File: src/rtl/onewire_temp_sensor_reader_unit_macros.svh
// Assertion helpers for the top-level RTL.
`ifndef ONEWIRE_TEMP_SENSOR_READER_UNIT_MACROS_SVH
`define ONEWIRE_TEMP_SENSOR_READER_UNIT_MACROS_SVH

`ifndef SYNTHESIS
`define OWTR_ASSERT(label, clk, rstn, prop) \
    label: assert property (@(posedge clk) disable iff (!rstn) (prop)) \
        else $error("owtr assertion failed");
`define OWTR_ASSERT_NEXT(label, clk, rstn, ante, cons) \
    label: assert property (@(posedge clk) disable iff (!rstn) (ante) |=> (cons)) \
        else $error("owtr assertion failed");
`else
`define OWTR_ASSERT(label, clk, rstn, prop)
`define OWTR_ASSERT_NEXT(label, clk, rstn, ante, cons)
`endif

`endif

File: src/rtl/owtr_pkg.sv
package owtr_pkg;

    localparam int CfgAddrW = 5;
    localparam int CfgDataW = 32;

    localparam logic [7:0] CMD_SKIP_ROM  = 8'hCC;
    localparam logic [7:0] CMD_CONVERT   = 8'h44;
    localparam logic [7:0] CMD_READ_PAD  = 8'hBE;

    typedef enum logic [2:0] {
        REG_IDLE_HIGH     = 3'd0,
        REG_RESET_LOW     = 3'd1,
        REG_PRESENCE_WAIT = 3'd2,
        REG_SETTLE        = 3'd3,
        REG_PULSE         = 3'd4,
        REG_SLOT          = 3'd5,
        REG_CONVERSION    = 3'd6
    } reg_addr_t;

    typedef enum logic [11:0] {
        PH_IDLE     = 12'b0000_0000_0001,
        PH_R_HIGH   = 12'b0000_0000_0010,
        PH_R_LOW    = 12'b0000_0000_0100,
        PH_R_WAIT   = 12'b0000_0000_1000,
        PH_R_SETTLE = 12'b0000_0001_0000,
        PH_W_PULSE  = 12'b0000_0010_0000,
        PH_W_DATA   = 12'b0000_0100_0000,
        PH_W_GAP    = 12'b0000_1000_0000,
        PH_CONV     = 12'b0001_0000_0000,
        PH_RD_PULSE = 12'b0010_0000_0000,
        PH_RD_DATA  = 12'b0100_0000_0000,
        PH_DONE     = 12'b1000_0000_0000
    } phase_t;

    typedef struct packed {
        logic [15:0] idle_high_ticks;
        logic [15:0] reset_low_ticks;
        logic [15:0] presence_wait_ticks;
        logic [15:0] settle_ticks;
        logic [7:0]  pulse_ticks;
        logic [15:0] slot_ticks;
        logic [23:0] conversion_ticks;
    } cfg_t;

    typedef struct packed {
        logic       presence_seen;
        logic [7:0] temperature;
        logic       done_res;
        logic       busy_res;
        logic       drive_low;
    } res_t;

    localparam int ResW = $bits(res_t);

endpackage

File: src/rtl/owtr_cfg.sv
module owtr_cfg (
    input  logic                           aclk,
    input  logic                           aresetn,
    input  logic                           psel,
    input  logic                           penable,
    input  logic                           pwrite,
    input  logic [owtr_pkg::CfgAddrW-1:0]  paddr,
    input  logic [owtr_pkg::CfgDataW-1:0]  pwdata,
    output logic [owtr_pkg::CfgDataW-1:0]  prdata,
    output logic                           pready,
    output owtr_pkg::cfg_t                 cfg
);

    owtr_pkg::cfg_t      cfg_reg;
    owtr_pkg::reg_addr_t sel;
    logic                wr_en;

    assign pready = 1'b1;
    assign sel    = owtr_pkg::reg_addr_t'(paddr[4:2]);
    assign wr_en  = psel && penable && pwrite && pready;
    assign cfg    = cfg_reg;

    always_ff @(posedge aclk) begin
        if (!aresetn) begin
            cfg_reg.idle_high_ticks     <= 16'd80;
            cfg_reg.reset_low_ticks     <= 16'd800;
            cfg_reg.presence_wait_ticks <= 16'd100;
            cfg_reg.settle_ticks        <= 16'd50;
            cfg_reg.pulse_ticks         <= 8'd1;
            cfg_reg.slot_ticks          <= 16'd50;
            cfg_reg.conversion_ticks    <= 24'd2000;
        end else if (wr_en) begin
            unique case (sel)
                owtr_pkg::REG_IDLE_HIGH:     cfg_reg.idle_high_ticks     <= pwdata[15:0];
                owtr_pkg::REG_RESET_LOW:     cfg_reg.reset_low_ticks     <= pwdata[15:0];
                owtr_pkg::REG_PRESENCE_WAIT: cfg_reg.presence_wait_ticks <= pwdata[15:0];
                owtr_pkg::REG_SETTLE:        cfg_reg.settle_ticks        <= pwdata[15:0];
                owtr_pkg::REG_PULSE:         cfg_reg.pulse_ticks         <= pwdata[7:0];
                owtr_pkg::REG_SLOT:          cfg_reg.slot_ticks          <= pwdata[15:0];
                owtr_pkg::REG_CONVERSION:    cfg_reg.conversion_ticks    <= pwdata[23:0];
                default: ;
            endcase
        end
    end

    always_comb begin
        prdata = '0;
        unique case (sel)
            owtr_pkg::REG_IDLE_HIGH:     prdata = {16'd0, cfg_reg.idle_high_ticks};
            owtr_pkg::REG_RESET_LOW:     prdata = {16'd0, cfg_reg.reset_low_ticks};
            owtr_pkg::REG_PRESENCE_WAIT: prdata = {16'd0, cfg_reg.presence_wait_ticks};
            owtr_pkg::REG_SETTLE:        prdata = {16'd0, cfg_reg.settle_ticks};
            owtr_pkg::REG_PULSE:         prdata = {24'd0, cfg_reg.pulse_ticks};
            owtr_pkg::REG_SLOT:          prdata = {16'd0, cfg_reg.slot_ticks};
            owtr_pkg::REG_CONVERSION:    prdata = {8'd0, cfg_reg.conversion_ticks};
            default:                     prdata = '0;
        endcase
    end

endmodule

File: src/rtl/owtr_seq.sv
module owtr_seq (
    input  logic           aclk,
    input  logic           aresetn,
    input  logic           advance,
    input  logic           start_req,
    input  logic           line_level,
    input  owtr_pkg::cfg_t cfg,
    output owtr_pkg::res_t res
);

    owtr_pkg::phase_t phase_reg, phase_next, cur_phase;
    logic [23:0] tick_reg, tick_next, cur_tick;
    logic        pass2_reg, pass2_next, cur_pass2;
    logic [2:0]  bit_reg, bit_next;
    logic        byte_sel_reg, byte_sel_next;
    logic [7:0]  shift_reg, shift_next, sh;
    logic [7:0]  first_reg, first_next;
    logic [7:0]  temp_reg, temp_next;
    logic        presence_reg, presence_next;
    logic [23:0] len_raw, len;
    logic        last;
    logic        kick;

    assign kick      = (phase_reg == owtr_pkg::PH_IDLE) && start_req;
    assign cur_phase = kick ? owtr_pkg::PH_R_HIGH : phase_reg;
    assign cur_tick  = kick ? 24'd0 : tick_reg;
    assign cur_pass2 = kick ? 1'b0 : pass2_reg;

    // Phase length from the matching register, zero counts as one tick
    always_comb begin
        len_raw = 24'd1;
        unique case (cur_phase) inside
            owtr_pkg::PH_R_HIGH:   len_raw = {8'd0, cfg.idle_high_ticks};
            owtr_pkg::PH_R_LOW:    len_raw = {8'd0, cfg.reset_low_ticks};
            owtr_pkg::PH_R_WAIT:   len_raw = {8'd0, cfg.presence_wait_ticks};
            owtr_pkg::PH_R_SETTLE: len_raw = {8'd0, cfg.settle_ticks};
            owtr_pkg::PH_W_PULSE,
            owtr_pkg::PH_RD_PULSE: len_raw = {16'd0, cfg.pulse_ticks};
            owtr_pkg::PH_W_DATA,
            owtr_pkg::PH_W_GAP,
            owtr_pkg::PH_RD_DATA:  len_raw = {8'd0, cfg.slot_ticks};
            owtr_pkg::PH_CONV:     len_raw = cfg.conversion_ticks;
            default:               len_raw = 24'd1;
        endcase
    end

    assign len  = (len_raw == 24'd0) ? 24'd1 : len_raw;
    assign last = ({1'b0, cur_tick} + 25'd1) >= {1'b0, len};

    // Read slot samples the bus on its first tick
    assign sh = ((cur_phase == owtr_pkg::PH_RD_DATA) && (cur_tick == 24'd0))
              ? {line_level, shift_reg[7:1]} : shift_reg;

    always_comb begin
        phase_next    = cur_phase;
        tick_next     = cur_tick;
        pass2_next    = cur_pass2;
        bit_next      = bit_reg;
        byte_sel_next = byte_sel_reg;
        shift_next    = sh;
        first_next    = first_reg;
        temp_next     = temp_reg;
        presence_next = presence_reg;
        res           = '0;

        if (cur_phase == owtr_pkg::PH_DONE) begin
            res.done_res    = 1'b1;
            res.temperature = temp_reg;
            phase_next      = owtr_pkg::PH_IDLE;
            tick_next       = 24'd0;
            pass2_next      = 1'b0;
        end else if (cur_phase != owtr_pkg::PH_IDLE) begin
            res.busy_res = 1'b1;
            if (cur_phase == owtr_pkg::PH_R_LOW || cur_phase == owtr_pkg::PH_W_PULSE
                || cur_phase == owtr_pkg::PH_RD_PULSE) begin
                res.drive_low = 1'b1;
            end
            if (cur_phase == owtr_pkg::PH_W_DATA) begin
                res.drive_low = ~shift_reg[0];
            end

            if (!last) begin
                tick_next = cur_tick + 24'd1;
            end else begin
                tick_next = 24'd0;
                unique case (cur_phase)
                    owtr_pkg::PH_R_HIGH:   phase_next = owtr_pkg::PH_R_LOW;
                    owtr_pkg::PH_R_LOW:    phase_next = owtr_pkg::PH_R_WAIT;
                    owtr_pkg::PH_R_WAIT: begin
                        presence_next = ~line_level;
                        phase_next    = owtr_pkg::PH_R_SETTLE;
                    end
                    owtr_pkg::PH_R_SETTLE: begin
                        byte_sel_next = 1'b0;
                        bit_next      = 3'd0;
                        shift_next    = owtr_pkg::CMD_SKIP_ROM;
                        phase_next    = owtr_pkg::PH_W_PULSE;
                    end
                    owtr_pkg::PH_W_PULSE:  phase_next = owtr_pkg::PH_W_DATA;
                    owtr_pkg::PH_W_DATA: begin
                        shift_next = {1'b0, sh[7:1]};
                        if (bit_reg != 3'd7) begin
                            bit_next   = bit_reg + 3'd1;
                            phase_next = owtr_pkg::PH_W_PULSE;
                        end else begin
                            phase_next = owtr_pkg::PH_W_GAP;
                        end
                    end
                    owtr_pkg::PH_W_GAP: begin
                        if (!byte_sel_reg) begin
                            byte_sel_next = 1'b1;
                            bit_next      = 3'd0;
                            shift_next    = cur_pass2 ? owtr_pkg::CMD_READ_PAD
                                                      : owtr_pkg::CMD_CONVERT;
                            phase_next    = owtr_pkg::PH_W_PULSE;
                        end else if (cur_pass2) begin
                            byte_sel_next = 1'b0;
                            bit_next      = 3'd0;
                            shift_next    = 8'd0;
                            phase_next    = owtr_pkg::PH_RD_PULSE;
                        end else begin
                            phase_next = owtr_pkg::PH_CONV;
                        end
                    end
                    owtr_pkg::PH_CONV: begin
                        pass2_next = 1'b1;
                        phase_next = owtr_pkg::PH_R_HIGH;
                    end
                    owtr_pkg::PH_RD_PULSE: phase_next = owtr_pkg::PH_RD_DATA;
                    owtr_pkg::PH_RD_DATA: begin
                        if (bit_reg != 3'd7) begin
                            bit_next   = bit_reg + 3'd1;
                            phase_next = owtr_pkg::PH_RD_PULSE;
                        end else if (!byte_sel_reg) begin
                            first_next    = sh;
                            byte_sel_next = 1'b1;
                            bit_next      = 3'd0;
                            shift_next    = 8'd0;
                            phase_next    = owtr_pkg::PH_RD_PULSE;
                        end else begin
                            // Integer part: low nibble of MSB byte over high nibble of LSB
                            temp_next  = {sh[3:0], first_reg[7:4]};
                            phase_next = owtr_pkg::PH_DONE;
                        end
                    end
                    default: phase_next = owtr_pkg::PH_IDLE;
                endcase
            end
        end
        res.presence_seen = presence_next;
    end

    always_ff @(posedge aclk) begin
        if (!aresetn) begin
            phase_reg    <= owtr_pkg::PH_IDLE;
            tick_reg     <= '0;
            pass2_reg    <= 1'b0;
            bit_reg      <= '0;
            byte_sel_reg <= 1'b0;
            shift_reg    <= '0;
            first_reg    <= '0;
            temp_reg     <= '0;
            presence_reg <= 1'b0;
        end else if (advance) begin
            phase_reg    <= phase_next;
            tick_reg     <= tick_next;
            pass2_reg    <= pass2_next;
            bit_reg      <= bit_next;
            byte_sel_reg <= byte_sel_next;
            shift_reg    <= shift_next;
            first_reg    <= first_next;
            temp_reg     <= temp_next;
            presence_reg <= presence_next;
        end
    end

endmodule

File: src/rtl/owtr_skid.sv
module owtr_skid (
    input  logic                       aclk,
    input  logic                       aresetn,
    input  logic                       in_valid,
    output logic                       in_ready,
    input  logic [owtr_pkg::ResW-1:0]  in_data,
    output logic                       out_valid,
    input  logic                       out_ready,
    output logic [owtr_pkg::ResW-1:0]  out_data
);

    logic                      main_valid_reg;
    logic [owtr_pkg::ResW-1:0] main_data_reg;
    logic                      skid_valid_reg;
    logic [owtr_pkg::ResW-1:0] skid_data_reg;
    logic                      push, pop;

    assign in_ready  = ~skid_valid_reg;
    assign out_valid = main_valid_reg;
    assign out_data  = main_data_reg;
    assign push      = in_valid && in_ready;
    assign pop       = main_valid_reg && out_ready;

    always_ff @(posedge aclk) begin
        if (!aresetn) begin
            main_valid_reg <= 1'b0;
            skid_valid_reg <= 1'b0;
        end else if (skid_valid_reg) begin
            // drain the parked beat first
            if (pop) begin
                skid_valid_reg <= 1'b0;
            end
        end else if (push) begin
            if (main_valid_reg && !pop) begin
                skid_valid_reg <= 1'b1;
            end
            main_valid_reg <= 1'b1;
        end else if (pop) begin
            main_valid_reg <= 1'b0;
        end
    end

    always_ff @(posedge aclk) begin
        if (skid_valid_reg) begin
            if (pop) begin
                main_data_reg <= skid_data_reg;
            end
        end else if (push) begin
            if (main_valid_reg && !pop) begin
                skid_data_reg <= in_data;
            end else begin
                main_data_reg <= in_data;
            end
        end
    end

endmodule

File: src/rtl/onewire_temp_sensor_reader_unit.sv
// Each result beat is registered in the output buffer before it is shown on m_tdata.
// Throughput: one tick beat per cycle unless the output buffer is full; its two entries
// keep input open while one result waits, so the sequencer state update sets the pace.
// Reset (aresetn low, synchronous): sequencer idle, counters and bytes
// cleared, config registers back to their defaults, output buffer empty.
`include "onewire_temp_sensor_reader_unit_macros.svh"

module onewire_temp_sensor_reader_unit (
    input  logic                           aclk,
    input  logic                           aresetn,
    input  logic                           s_tvalid,
    output logic                           s_tready,
    input  logic [7:0]                     s_tdata,   // [0] start_req, [1] line_level
    output logic                           m_tvalid,
    input  logic                           m_tready,
    // [0] drive_low, [1] busy_res, [2] done_res, [10:3] temperature, [11] presence_seen
    output logic [15:0]                    m_tdata,
    input  logic                           psel,
    input  logic                           penable,
    input  logic                           pwrite,
    input  logic [owtr_pkg::CfgAddrW-1:0]  paddr,
    input  logic [owtr_pkg::CfgDataW-1:0]  pwdata,
    output logic [owtr_pkg::CfgDataW-1:0]  prdata,
    output logic                           pready
);

    owtr_pkg::cfg_t            cfg;
    owtr_pkg::res_t            res;
    logic                      advance;
    logic [owtr_pkg::ResW-1:0] out_bits;

    assign advance = s_tvalid && s_tready;

    owtr_cfg u_cfg (
        .aclk    (aclk),
        .aresetn (aresetn),
        .psel    (psel),
        .penable (penable),
        .pwrite  (pwrite),
        .paddr   (paddr),
        .pwdata  (pwdata),
        .prdata  (prdata),
        .pready  (pready),
        .cfg     (cfg)
    );

    owtr_seq u_seq (
        .aclk       (aclk),
        .aresetn    (aresetn),
        .advance    (advance),
        .start_req  (s_tdata[0]),
        .line_level (s_tdata[1]),
        .cfg        (cfg),
        .res        (res)
    );

    owtr_skid u_skid (
        .aclk      (aclk),
        .aresetn   (aresetn),
        .in_valid  (s_tvalid),
        .in_ready  (s_tready),
        .in_data   (res),
        .out_valid (m_tvalid),
        .out_ready (m_tready),
        .out_data  (out_bits)
    );

    assign m_tdata = {4'd0, out_bits};

    `OWTR_ASSERT(a_stall_means_full, aclk, aresetn, !s_tready |-> m_tvalid)
    `OWTR_ASSERT(a_done_releases_bus, aclk, aresetn, res.done_res |-> (!res.busy_res && !res.drive_low))
    `OWTR_ASSERT_NEXT(a_beat_lands, aclk, aresetn, advance && !m_tvalid, m_tvalid)

endmodule

File: config.mk
export PLATFORM = sky130hd
export DESIGN_NAME = onewire_temp_sensor_reader_unit
export DESIGN_NICKNAME = d
export VERILOG_FILES = /design/src/rtl/owtr_pkg.sv /design/src/rtl/owtr_cfg.sv /design/src/rtl/owtr_seq.sv /design/src/rtl/owtr_skid.sv /design/src/rtl/onewire_temp_sensor_reader_unit.sv
export VERILOG_INCLUDE_DIRS = /design/src /design/src/rtl
export SDC_FILE = /design/constraint.sdc
export NUM_CORES = 1
export LEC_CHECK = 0
export BUFFER_PORTS_ARGS = -buffer_cell sky130_fd_sc_hd__buf_2
export CORE_ASPECT_RATIO = 0.5
export CORE_MARGIN = 1
export CORE_UTILIZATION = 25
export DETAILED_ROUTE_END_ITERATION = 8
export GPL_TIMING_DRIVEN = 0
export PLACE_DENSITY = 0.42
export SLEW_MARGIN = 20
export SYNTH_ARGS = -nofsm -noshare
export SYNTH_HDL_FRONTEND = slang
export SYNTH_SLANG_ARGS = --single-unit
File: constraint.sdc
create_clock -name aclk -period 5.8 [get_ports aclk]
set_input_delay 1.45 -clock aclk [delete_from_list [all_inputs] [get_ports aclk]]
set_output_delay 1.45 -clock aclk [all_outputs]
set_load 0.01 [all_outputs]
Word level (Yosys, flattened, before mapping)
Cells that the tools add are included.

cells by class
  add/subtract/negate cells = 3
  multiply operators = 0
  div/mod/pow operators = 0
  magnitude comparators = 1
  equal/unequal tests = 26
  shift-type cells = 0
  mux-type cells = 61
  bitwise gates (word level) = 6
  reduce and logical (&&, ||, !) cells = 33

operator list
  kind                                                                number
  24-bit one-hot mux with 7 select lines                              2
  12-bit 2-to-1 mux                                                   11
  24-bit 2-to-1 mux                                                   5
  12-bit one-hot mux with 10 select lines                             1
  8-bit 2-to-1 mux                                                    10
  24-bit logical NOT                                                  2
  8-bit one-hot mux with 4 select lines                               1
  24-bit by 1-bit adder with 25-bit output (second input constant)    1
  25-bit by 24-bit greater-or-equal comparator with 1-bit output      1
  24-bit by 1-bit adder with 24-bit output (second input constant)    1
  1-bit 2-to-1 mux                                                    20
  2-bit AND reduction                                                 8
  3-bit 2-to-1 mux                                                    5
  7-bit AND reduction                                                 2
  12-bit by 1-bit == test with 1-bit output (second input constant)   1
  12-bit by 10-bit == test with 1-bit output (second input constant)  1
  12-bit by 11-bit == test with 1-bit output (second input constant)  1
  12-bit == test (second input constant)                              1
  12-bit by 2-bit == test with 1-bit output (second input constant)   1
  12-bit by 3-bit == test with 1-bit output (second input constant)   1
  12-bit by 4-bit == test with 1-bit output (second input constant)   1
  12-bit by 5-bit == test with 1-bit output (second input constant)   1
  12-bit by 6-bit == test with 1-bit output (second input constant)   1
  12-bit by 7-bit == test with 1-bit output (second input constant)   1
  29 further kinds                                                    50

storage, ports and cells
  bits in registers = 204
  latch bits = 0
  memory bits (writable) = 0
  bits in read-only memories = 0
  bits of input ports = 52
  output and inout bits = 51
  word-level logic and storage cells = 150
  memories = 0

Longest topological paths before layout
Gate-level depths: netlist (run 1).

  depth in word-level cells = 15
  mapped depth = 24
  gate-level depth less buffers = 20

By module
From an unflattened synthesis (run 1), not the netlist that was laid out.

second synthesis, totals
  cell total of the unflattened synthesis = 1317
  area, all modules = 11697.5 um^2

modules (own cells, without submodules)
  module                           times used  cells each  area an instance (um^2)  seq. area each (um^2)
  owtr_seq                         1           690         5371.4                   1241.2
  owtr_cfg                         1           569         5263.8                   2242.2
  owtr_skid                        1           52          1022.2                   760.7
  onewire_temp_sensor_reader_unit  1           6           40.0                     0.0

Worst setup path after synthesis (run 1)
Ideal clock, no wire load.

  path type = input to register
  start = input s_tdata[0]
  end = register u_seq.temp_reg[0]
  setup time = 0.128 ns
  data arrival time = 5.660 ns
  required time = 5.672 ns
  setup slack = 0.013 ns
  stages = 21
  cells stage by stage = and3b_1 -> nand4_1 -> clkbuf_1 -> nand2_1 -> inv_1 -> ha_1 -> and4_1 -> nand4_1 -> or3_1 -> a21oi_1 -> ha_1 -> nand4_1 -> o21ai_0 -> nand2b_1 -> a311oi_1 -> nor2_8 -> buf_8 -> nor4_1 -> buf_2 -> mux2i_1 -> nor2_1

between the ends
  word-level cells in the longest chain between the ends = 9
  elaborated cells between the ends (all ways) = 24
  classes of those cells = add/sub: 1; order compare: 1; eq/ne: 12; mux: 4; bitwise: 1; reduce/logical: 5

RTL lines
  what                                                                RTL line                               text
  from (decl)                                                         onewire_temp_sensor_reader_unit.sv:13  input logic [7:0] s_tdata,
  1-bit logical AND (*)                                               owtr_seq.sv:24                         assign kick = (phase_reg == owtr_pkg::PH_IDLE) && start_req;
  12-bit 2-to-1 mux                                                   owtr_seq.sv:25                         assign cur_phase = kick ? owtr_pkg::PH_R_HIGH : phase_reg;
  12-bit by 11-bit == test with 1-bit output (tied with other cells)  owtr_seq.sv:86                         unique case (cur_phase)
  3-bit OR reduction or 2-bit OR reduction (tied branches)            owtr_seq.sv:32                         unique case (cur_phase) inside
  24-bit one-hot mux with 7 select lines                              owtr_seq.sv:32
  24-bit logical NOT                                                  owtr_seq.sv:47                         assign len = (len_raw == 24'd0) ? 24'd1 : len_raw;
  24-bit 2-to-1 mux                                                   owtr_seq.sv:47
  25-bit by 24-bit greater-or-equal comparator with 1-bit output      owtr_seq.sv:48                         assign last = ({1'b0, cur_tick} + 25'd1) >= {1'b0, len};
  7-bit AND reduction (no line) (*)                                   n/a
  to (signal assigned)                                                owtr_seq.sv:172                        temp_reg <= temp_next;
  to (decl)                                                           owtr_seq.sv:18                         logic [7:0] temp_reg, temp_next;

Every way passes the cells marked *; elsewhere a longest branch is shown, timed or not.
A chain may end at the register's enable or synchronous reset.

Worst setup path after layout (run 1)
  start = input s_tdata[0]
  end = register u_seq.phase_reg[11]

between the ends
  word-level cells in the longest chain between the ends = 11
  elaborated cells between the ends (all ways) = 26
  classes of those cells = add/sub: 1; order compare: 1; eq/ne: 12; mux: 8; reduce/logical: 4

RTL lines
  what                                                                RTL line         text
  1-bit logical AND (*)                                               owtr_seq.sv:24
  12-bit 2-to-1 mux                                                   owtr_seq.sv:25
  12-bit by 11-bit == test with 1-bit output (tied with other cells)  owtr_seq.sv:86
  3-bit OR reduction or 2-bit OR reduction (tied branches)            owtr_seq.sv:32
  24-bit one-hot mux with 7 select lines                              owtr_seq.sv:32
  24-bit logical NOT                                                  owtr_seq.sv:47
  24-bit 2-to-1 mux                                                   owtr_seq.sv:47
  25-bit by 24-bit greater-or-equal comparator with 1-bit output      owtr_seq.sv:48
  12-bit 2-to-1 mux                                                   owtr_seq.sv:82   if (!last) begin
  12-bit 2-to-1 mux                                                   owtr_seq.sv:72   end else if (cur_phase != owtr_pkg::PH_IDLE) begin
  12-bit 2-to-1 mux (*)                                               owtr_seq.sv:66   if (cur_phase == owtr_pkg::PH_DONE) begin
  to (signal assigned)                                                owtr_seq.sv:155  phase_reg <= owtr_pkg::PH_IDLE;
  to (signal assigned)                                                owtr_seq.sv:165  phase_reg <= phase_next;
  to (decl)                                                           owtr_seq.sv:11   owtr_pkg::phase_t phase_reg, phase_next, cur_phase;

Marks and branches as above.

==> qor.csv, run 1 <==
metric,value,unit
outcome,finished clean,
synthCells,1284,
die_y,149,µm
synth_area_leader_cell,dfxtp_1,
grt_pass1_wl,63.1,mm
path_class,input pin to flip-flop,
layout.nets,1472,
track_usage,0.195,
p_leak,4.73,nW
routabilityCongestion,0.883,
reg2reg_slack,390,ps
yosysUniqueCellTypes,74,
vias,10400,
core-area,42400,µm²
n_antenna_cell,0,
antenna_found_initial,0,
hold-path-endpoint,u_seq.bit_reg[1]$_SDFFE_PN0P_,
path_max_fanout,10,
rows,53,
ir_worst_vdd,195,µV
layout_setup_ws,198,ps
slew_viol_final,0,
synth_edf_count,24,
avgViaCountPerCell,5.26,
synth-seq-cells,200,
detail-route-antenna-nets,0,
htreeDepth,4,
die_w,297,µm
io_buffers,72,
critPathRequiredTime,6170,ps
drtIter0Drc,969,
r2r_start,u_seq.phase_reg[0]$_SDFFE_PN1P_,
wire_per_inst,21.6,µm
largest_register_ff_count,112,
clkLatencyLatePin,470,ps
cts_buffers,17,
drc_errors,0,
yosysTopAreaCellShare,0.325,
worst_clock_skew,11.2,ps
pre_cts_ws,-951,ps
avgSynthCellArea,8.45,µm²
setup_violations,0,
initial_core_util,0.256,
max_freq,179,MHz
synth.area.top_cells,"dfxtp_1 (32%), nand2_1 (9.6%), edfxtp_1 (6.6%)",
period_needed,5600,ps
reg2reg_to,u_seq.temp_reg[4]$_SDFFE_PN0P_,
finalHoldViolCount,0,
min-delay-start,u_seq.bit_reg[1]$_SDFFE_PN0P_,
yosysSeqAreaShare,0.391,
hpwl,30.7,mm
tightest_slew,1010,ps
cts_tree,built,
grt_pass1_vias,9863,
maxCapViolCount,0,
layout.cells.most_common_list,"nand2_1 (277), dfxtp_1 (176), a21oi_1 (125)",
grt-ovfl-total,0,
final_layout_size_suffix_gt1_frac,0.167,
cts_root_buf,clkbuf_16,
dr.pass1.iters,7,
dieArea,44300,µm²
hold_class,flip-flop to flip-flop,
areaGrowthSynthToFinish,17.8,%
fin_area,12800,µm²
async_flop_share,0,
synth-main-ff-cell,dfxtp_1,
cts.clk_slew.worst_paths,80,ps
min_path_cells,2,
synthesis.area,10800,µm²
reg2reg_depth,20,
powerDensity,255,nW/µm²
slew_headroom,0.330,
io_pins,103,
cts_buffer_depth,2,
cts_hold_buf,0,
cp-start-kind,input pin,
finalCritPeriodShare,0.966,
placed_cell_area,12000,µm²
end_kind,flip-flop,
ys.warnings.count,0,
clock_sinks,200,
rsz0062_at_grt,no,
grt_max_degree,22,
mostFrequentLayoutCell,nand2_1,
critPathArrivalTime,5970,ps
finalWirelength,42.8,mm
-- repair_timing --
item | CTS | global route
gates resized for setup | 14 | 29
buffers inserted | 0 | 8
setup endpoints to repair | 63 | 61
pin swaps | 0 | 3
-- worst max path at each step --
| stage | startpoint | to | slack [ps] |
|---|---|---|---|
| 2_1_floorplan | s_tdata[0] | u_seq.temp_reg[0]$_SDFFE_PN0P_ | 10 |
| 3_3_place_gp | s_tdata[0] | u_seq.temp_reg[7]$_SDFFE_PN0P_ | -1620 |
| 3_5_place_dp | s_tdata[0] | u_seq.temp_reg[2]$_SDFFE_PN0P_ | -950 |
| 4_1_cts | s_tdata[0] | u_seq.temp_reg[2]$_SDFFE_PN0P_ | 20 |
| 5_1_grt | s_tdata[0] | u_seq.shift_reg[4]$_SDFFE_PN0P_ | 20 |
| 6_report | s_tdata[0] | u_seq.phase_reg[11]$_SDFFE_PN0P_ | 200 |
-- synth_stat cells (16+ instances only) --
cell type  instances
and2_1            20
nand3_1           48
mux2i_1           32
mux2_2            26
nand4_1           21
nor2_1            67
edfxtp_1          24
o21ai_0           35
a22o_1            25
a22oi_1           30
and3_1            20
buf_4             16
nand2_1          277
nor4_1            16
ha_1              28
clkbuf_1          62
dfxtp_1          176
a21oi_1          136
-- critical path, stage by stage --
cell	delay (ps)
buf_2	130
and3b_1	190
o2111a_2	410
buf_4	270
a22oi_1	220
nand3_1	140
a21oi_2	310
nand4_1	130
or4_1	570
nand4_1	140
ha_1	250
nand3_1	100
nor3_2	50
a21oi_1	260
o211ai_4	180
nor2_8	220
buf_8	170
nor4_2	60
buf_4	150
clkbuf_4	170
buf_4	140
a22o_1	210
-- layout make-up --
type,count,area [µm²]
Multi-Input combinational cell,984,6260
Inverter,13,48.8
Fill cell,4494,29600
Buffer,94,474
Sequential cell,200,4240
Clock buffer,17,425
Clock inverter,15,170
Tap cell,577,722
Timing Repair Buffer,82,435
-- cell families after synthesis --
group,after synthesis,share of synthesized area
DFF,200,0.391
other,2,0.000692
AOI/OAI and AO/OA,305,0.185
muxes,72,0.0856
adders and majority gates,28,0.0323
xor gates and xnor gates,17,0.0137
and+or+nand+nor,549,0.244
buffers and inverters,111,0.0475
-- metrics by stage --
| step | instances | util | hold WS (ps) | power, mW | TNS (ps) |
|---|---|---|---|---|---|
| 4_1_cts | 1976 | 0.299 | 470 | 3.26 | 0 |
| 2_1_floorplan | 1295 | - | 442 | 1.80 | 0 |
| 5_1_grt | 1982 | 0.302 | 488 | 3.38 | 0 |
| 6_report | 1982 | 0.302 | 465 | 3.26 | 0 |
| 3_3_place_gp | 1944 | 0.283 | 452 | 2.00 | -88100 |
| 3_5_place_dp | 1946 | 0.284 | 458 | 2.02 | -49000 |
-- layer usage --
metal | share of wire | vias up | global-route usage
met5 | 0 | - | 0
met4 | 0.023 | 0 | 0.0688
met3 | 0.070 | 59 | 0.0302
met2 | 0.46 | 387 | 0.312
met1 | 0.45 | 5106 | 0.265
li1 | - | 4873 | -
-- where the power goes --
part,internal [mW],leakage [nW],switching (mW),total [mW]
Clock,0.586,0.294,0.663,1.25
Combinational,0.191,2.77,0.384,0.576
Sequential,1.42,1.67,0.0176,1.44
Total,2.20,4.73,1.06,3.26
No activity file was read; power rests on OpenSTA's default activity.
==> run 2, diff against run 1 <==
- PLACE_DENSITY: 0.42 -> unset
- PLACE_DENSITY_LB_ADDON: unset -> 0.2
- clock period: 5.8 -> 5.6 ns (I/O delays scaled with it)
==> qor.csv, run 2 (synthesis results as in run 1) <==
metric,value,unit
outcome,finished clean,
rows,53,
antenna_found_initial,0,
seq_area,4240,µm²
largest_register_ff_count,112,
ir_worst_vdd,231,µV
grt_pass1_vias,9456,
slew_headroom,0.310,
die_w,297,µm
drc_errors,0,
hpwl,29.6,mm
crit_chain,buf_2 -> and3b_1 -> o2111a_2 -> clkbuf_4 -> a22oi_1 -> nand3_1 -> a21oi_2 -> nand4_1 -> or4_1 -> nand4_1 -> ha_1 -> nand3_1 -> nor3_1 -> a21oi_1 -> o211ai_4 -> nor2_8 -> buf_8 -> buf_8 -> nor3_1 -> a311oi_1 -> o221ai_1,
cts_root_buf,clkbuf_16,
cts_tree,built,
grt_max_degree,19,
wire_per_inst,20.6,µm
finalWirelength,40.8,mm
die_y,149,µm
cts_hold_buf,0,
period_needed,5430,ps
p_leak,4.73,nW
path_max_fanout,10,
finalHoldViolCount,0,
crit_path_top_delay_cell,or4_1,
grt-ovfl-total,0,
tightest_slew,1020,ps
dieArea,44300,µm²
mostFrequentLayoutCell,nand2_1,
dr.pass1.iters,8,
htreeDepth,4,
placed_cells,1945,
layout_setup_ws,165,ps
multiInputGateArea,6300,µm²
hold_class,flip-flop to flip-flop,
finalCritPeriodShare,0.970,
cts.clk_slew.worst_paths,80,ps
critPathRequiredTime,5920,ps
maxCapViolCount,0,
cp_top_family,compound AO/OA/AOI/OAI gates,
hold_slack,471,ps
final_layout_size_suffix_gt1_frac,0.165,
critPathArrivalTime,5760,ps
setup_violations,0,
initial_core_util,0.256,
critPathMaxStageDelay,540,ps
vias,10100,
track_usage,0.185,
areaGrowthSynthToFinish,18.0,%
cts_buffer_depth,2,
core-area,42400,µm²
routabilityCongestion,0.877,
crit_buf_inv,4,
cp-start-kind,input pin,
io_pins,103,
drtIter0Drc,871,
fin_cells,1983,
clkLatencyLatePin,470,ps
fillCellCount,4542,
clock_sinks,200,
max_freq,184,MHz
end_kind,flip-flop,
avgViaCountPerCell,5.08,
layout.nets,1473,
powerDensity,261,nW/µm²
slew_viol_final,0,
total_power,3.34,mW
io_buffers,72,
cts_buffers,17,
grt_pass1_wl,60.7,mm
worst_clock_skew,16.4,ps
detail-route-antenna-nets,0,
path_class,input pin to flip-flop,
pre_cts_ws,-1330,ps
layout.cells.most_common_list,"nand2_1 (277), dfxtp_1 (176), a21oi_1 (126)",
n_antenna_cell,0,
run 2: changes by cell type in the layout (fill, tap and decap cells not counted), sizes merged:
cell and delta:
clkbuf +1, clkinv +1, inv -4, clkinvlp +2, bufinv +1
run 2: final cells by class:
cell class                      count  area share
Clock inverter                     15      0.0110
Sequential cell                   200       0.331
Tap cell                          577      0.0564
Multi-Input combinational cell    984       0.492
Timing Repair Buffer               82      0.0344
Buffer                             95      0.0375
Inverter                           13     0.00381
Clock buffer                       17      0.0332
run 2: metrics by stage:
stage / instance area [µm²] / setup TNS, ps / util
2_1_floorplan: 10900 / 0 / -
3_3_place_gp: 12000 / -70920 / 0.283
3_5_place_dp: 12000 / -69300 / 0.283
4_1_cts: 12700 / 0 / 0.299
5_1_grt: 12800 / -167 / 0.302
6_report: 12800 / 0 / 0.302
run 2: worst register-to-register path: stages (launching register included):
cell and delay [ps]:
dfxtp_1 380, nor4_2 770, and4_1 300, clkbuf_1 580, clkbuf_2 460, a22oi_1 120, nand3_1 170, a21oi_2 90
nand4_1 100, or4_1 150, nand4_1 130, ha_1 320, nand3_1 70, nor3_1 230, a21oi_1 160, o211ai_4 200
nor2_8 120, buf_8 170, nor4_4 250, buf_6 200, mux2i_1 190, nor2_1 60
run 2: path summary, 6_finish.rpt:
| check | slack (ps) | startpoint | end | depth (start not counted) |
|---|---|---|---|---|
| setup reg to reg | 260 | u_seq.phase_reg[8]$_SDFFE_PN0P_ | u_seq.temp_reg[4]$_SDFFE_PN0P_ | 21 |
| hold / removal | 470 | u_seq.bit_reg[2]$_SDFFE_PN0P_ | u_seq.bit_reg[2]$_SDFFE_PN0P_ | 2 |
| setup / recovery | 170 | s_tdata[0] | u_seq.shift_reg[5]$_SDFFE_PN0P_ | 21 |
| hold reg to reg | 470 | u_seq.bit_reg[2]$_SDFFE_PN0P_ | u_seq.bit_reg[2]$_SDFFE_PN0P_ | 2 |
run 2: timing repair:
action	in CTS	in global routing
pin swaps	1	4
gates resized for setup	17	29
hold endpoints to repair	0	0
gates cloned	0	1
setup buffers	4	4
setup endpoints to repair	64	64
run 2: power by group:
part           switching, mW  leakage, nW  internal [mW]
Clock                  0.629        0.277          0.624
Combinational          0.398         2.79          0.200
Sequential            0.0173         1.67           1.47
Total                   1.04         4.73           2.30
run 2: routing by layer:
metal	up-vias	part of all wire	track usage
met5	-	0	0
met4	0	0.027	0.0642
met3	57	0.055	0.0352
met2	271	0.44	0.286
met1	4850	0.48	0.257
li1	4886	-	-
==> run 3, diff against run 2 <==
- ABC_AREA: unset -> 1
==> qor.csv, run 3 <==
metric,value,unit
synthesis.area,11400,µm²
grt_pass1_wl,65.9,mm
async_flop_share,0,
finalCritPeriodShare,0.949,
critPathMaxStageDelay,260,ps
io_buffers,72,
io_pins,103,
switching_share,0.407,
avgSynthCellArea,6.65,µm²
drc_errors,0,
detail-route-antenna-nets,0,
p_leak,5.66,nW
track_usage,0.187,
ys.warnings.count,0,
min-delay-start,u_seq.bit_reg[1]$_SDFFE_PN0P_,
power.internal,2.70,mW
critPathRequiredTime,6000,ps
end_kind,flip-flop,
hpwl,32.5,mm
largest_register_ff_count,112,
antenna_found_initial,2,
grt_max_degree,20,
hold-path-endpoint,u_seq.bit_reg[1]$_SDFFE_PN0P_,
combPwrFrac,0.358,
path_max_fanout,10,
cts.clk_slew.worst_paths,80,ps
slew_viol_final,0,
seqPwrFrac,0.343,
cts_buffer_depth,2,
finalHoldViolCount,0,
synth.area.top_cells,"dfxtp_1 (31%), nand2_1 (13%), nor2_1 (9.2%)",
layout.cells.most_common_list,"nand2_1 (401), nor2_1 (273), dfxtp_1 (176)",
yosysSeqAreaShare,0.373,
cts_tree,built,
maxCapViolCount,0,
synth.most_common_cell,nand2_1,
clockPowerShare,0.299,
layout.nets,1908,
fin_area,13400,µm²
synth-main-ff-cell,dfxtp_1,
yosysUniqueCellTypes,55,
ir_worst_vdd,244,µV
initial_core_util,0.257,
synth-seq-cells,200,
avgViaCountPerCell,4.75,
setup_violations,0,
period_needed,5310,ps
synthTopCellsByCount,"nand2_1 (402), nor2_1 (280), dfxtp_1 (176)",
outcome,finished clean,
synth_edf_count,24,
dr.pass1.iters,5,
vias,11500,
yosysTopAreaCellShare,0.309,
synthCells,1713,
path_class,input pin to flip-flop,
mostFrequentLayoutCell,nand2_1,
htreeDepth,4,
areaGrowthSynthToFinish,17.3,%
tightest_slew,1070,ps
n_antenna_cell,0,
min_path_cells,2,
cts_buffers,17,
wire_per_inst,18.0,µm
worst_clock_skew,13.9,ps
cts_root_buf,clkbuf_16,
max_freq,188,MHz
clkLatencyLatePin,470,ps
slew_headroom,0.289,
critPathArrivalTime,5710,ps
crit_path_top_delay_cell,ha_1,
reg2reg_to,u_skid.out_data[11]$_DFFE_PP_,
grt_pass1_vias,10400,
synth_area_leader_cell,dfxtp_1,
core-area,44300,µm²
utilization,0.302,
final_layout_size_suffix_gt1_frac,0.112,
p_switching,1.86,mW
reg2reg_slack,500,ps
cp-start-kind,input pin,
hold_class,flip-flop to flip-flop,
drtIter0Drc,999,
reg2reg_depth,26,
finalWirelength,43.7,mm
clock_sinks,200,
placed_cell_area,12500,µm²
grt-ovfl-total,0,
dieArea,46400,µm²
r2r_start,u_seq.phase_reg[1]$_SDFFE_PN0P_,
routabilityCongestion,0.868,
rows,54,
powerDensity,341,nW/µm²
die_w,304,µm
die_y,153,µm
[run 3: cell types whose count changed after synthesis, sizes merged, moves of 20 or more]
cell   before  now
nand2     277  415
mux2i      32    0
inv        13  185
mux2       26    0
a22oi      30   10
nor2       68  290
o21ai      38  179
a22o       25    3
[run 3: how the worst max path moves through the flow]
stage	start	end	slack (ps)	cells past startpoint
floorplan	s_tdata[0]	u_seq.tick_reg[19]$_SDFFE_PN0P_	770	30
global placement	s_tdata[0]	u_seq.tick_reg[5]$_SDFFE_PN0P_	-780	34
detailed placement	s_tdata[0]	u_seq.tick_reg[4]$_SDFFE_PN0P_	-810	34
CTS	s_tdata[0]	u_seq.tick_reg[15]$_SDFFE_PN0P_	10	33
global route	s_tdata[0]	u_skid.out_data[11]$_DFFE_PP_	-20	32
finish	s_tdata[0]	u_seq.tick_reg[15]$_SDFFE_PN0P_	290	33
[run 3: power groups by stage]
stage	Sequential, mW	Clock, mW	Combinational, mW
global placement	1.60	0	1.47
detailed placement	1.60	0	1.48
floorplan	1.59	0	0.962
finish	1.57	1.36	1.63
CTS	1.56	1.39	1.49
global route	1.58	1.44	1.78
[run 3: routing by layer]
| metal | wire length, µm | vias up | track usage |
|---|---|---|---|
| li1 | - | 5817 | - |
| met1 | 21000 | 5314 | 0.264 |
| met2 | 19000 | 360 | 0.289 |
| met3 | 2720 | 57 | 0.0284 |
| met4 | 988 | 0 | 0.0645 |
| met5 | 0 | - | 0 |
[run 3: area by class of cell]
class / instances / area, µm²
Inverter: 191 / 721
Multi-Input combinational cell: 1255 / 6160
Tap cell: 588 / 736
Buffer: 78 / 405
Clock buffer: 18 / 439
Sequential cell: 200 / 4240
Clock inverter: 14 / 179
Fill cell: 4900 / 30900
Timing Repair Buffer: 85 / 470
[run 3: repair_timing]
action	4_1_cts	5_1_grt
setup endpoints to repair	55	61
gates resized for setup	9	16
hold buffers	0	0
pin swaps	0	10
buffers inserted	0	12
[run 3: worst max-delay path, delay by kind of cell]
family                   cells  cell delay [ps]
buffers and inverters        7              940
AND/OR/NAND/NOR             20             2340
adder cells (fa/ha/maj)      1              260
AO/OA/AOI/OAI                5              740
[run 3: cells by family (layout without fill, tap and decap cells)]
logic type                 after synthesis  count (layout)  share of synthesized area
xor gates and xnor gates                15              15                     0.0115
AOI/OAI and AO/OA                      366             366                      0.178
buffers and inverters                  269             386                     0.0972
DFF                                    200             200                      0.373
other                                    2              13                   0.000660
adders and majority gates               28              28                     0.0308
and+or+nand+nor                        833             833                      0.309
[run 3: stage by stage]
stage	instances	setup TNS (ps)	power, mW	hold slack (ps)	setup WS [ps]
after detailed placement	2385	-39050	3.07	446	-806
after global routing	2429	-37.9	4.80	478	-16.3
final	2429	0	4.56	455	285
after floorplan	1724	0	2.55	427	773
after global placement	2384	-38650	3.07	443	-779
after CTS	2417	0	4.45	459	9.73
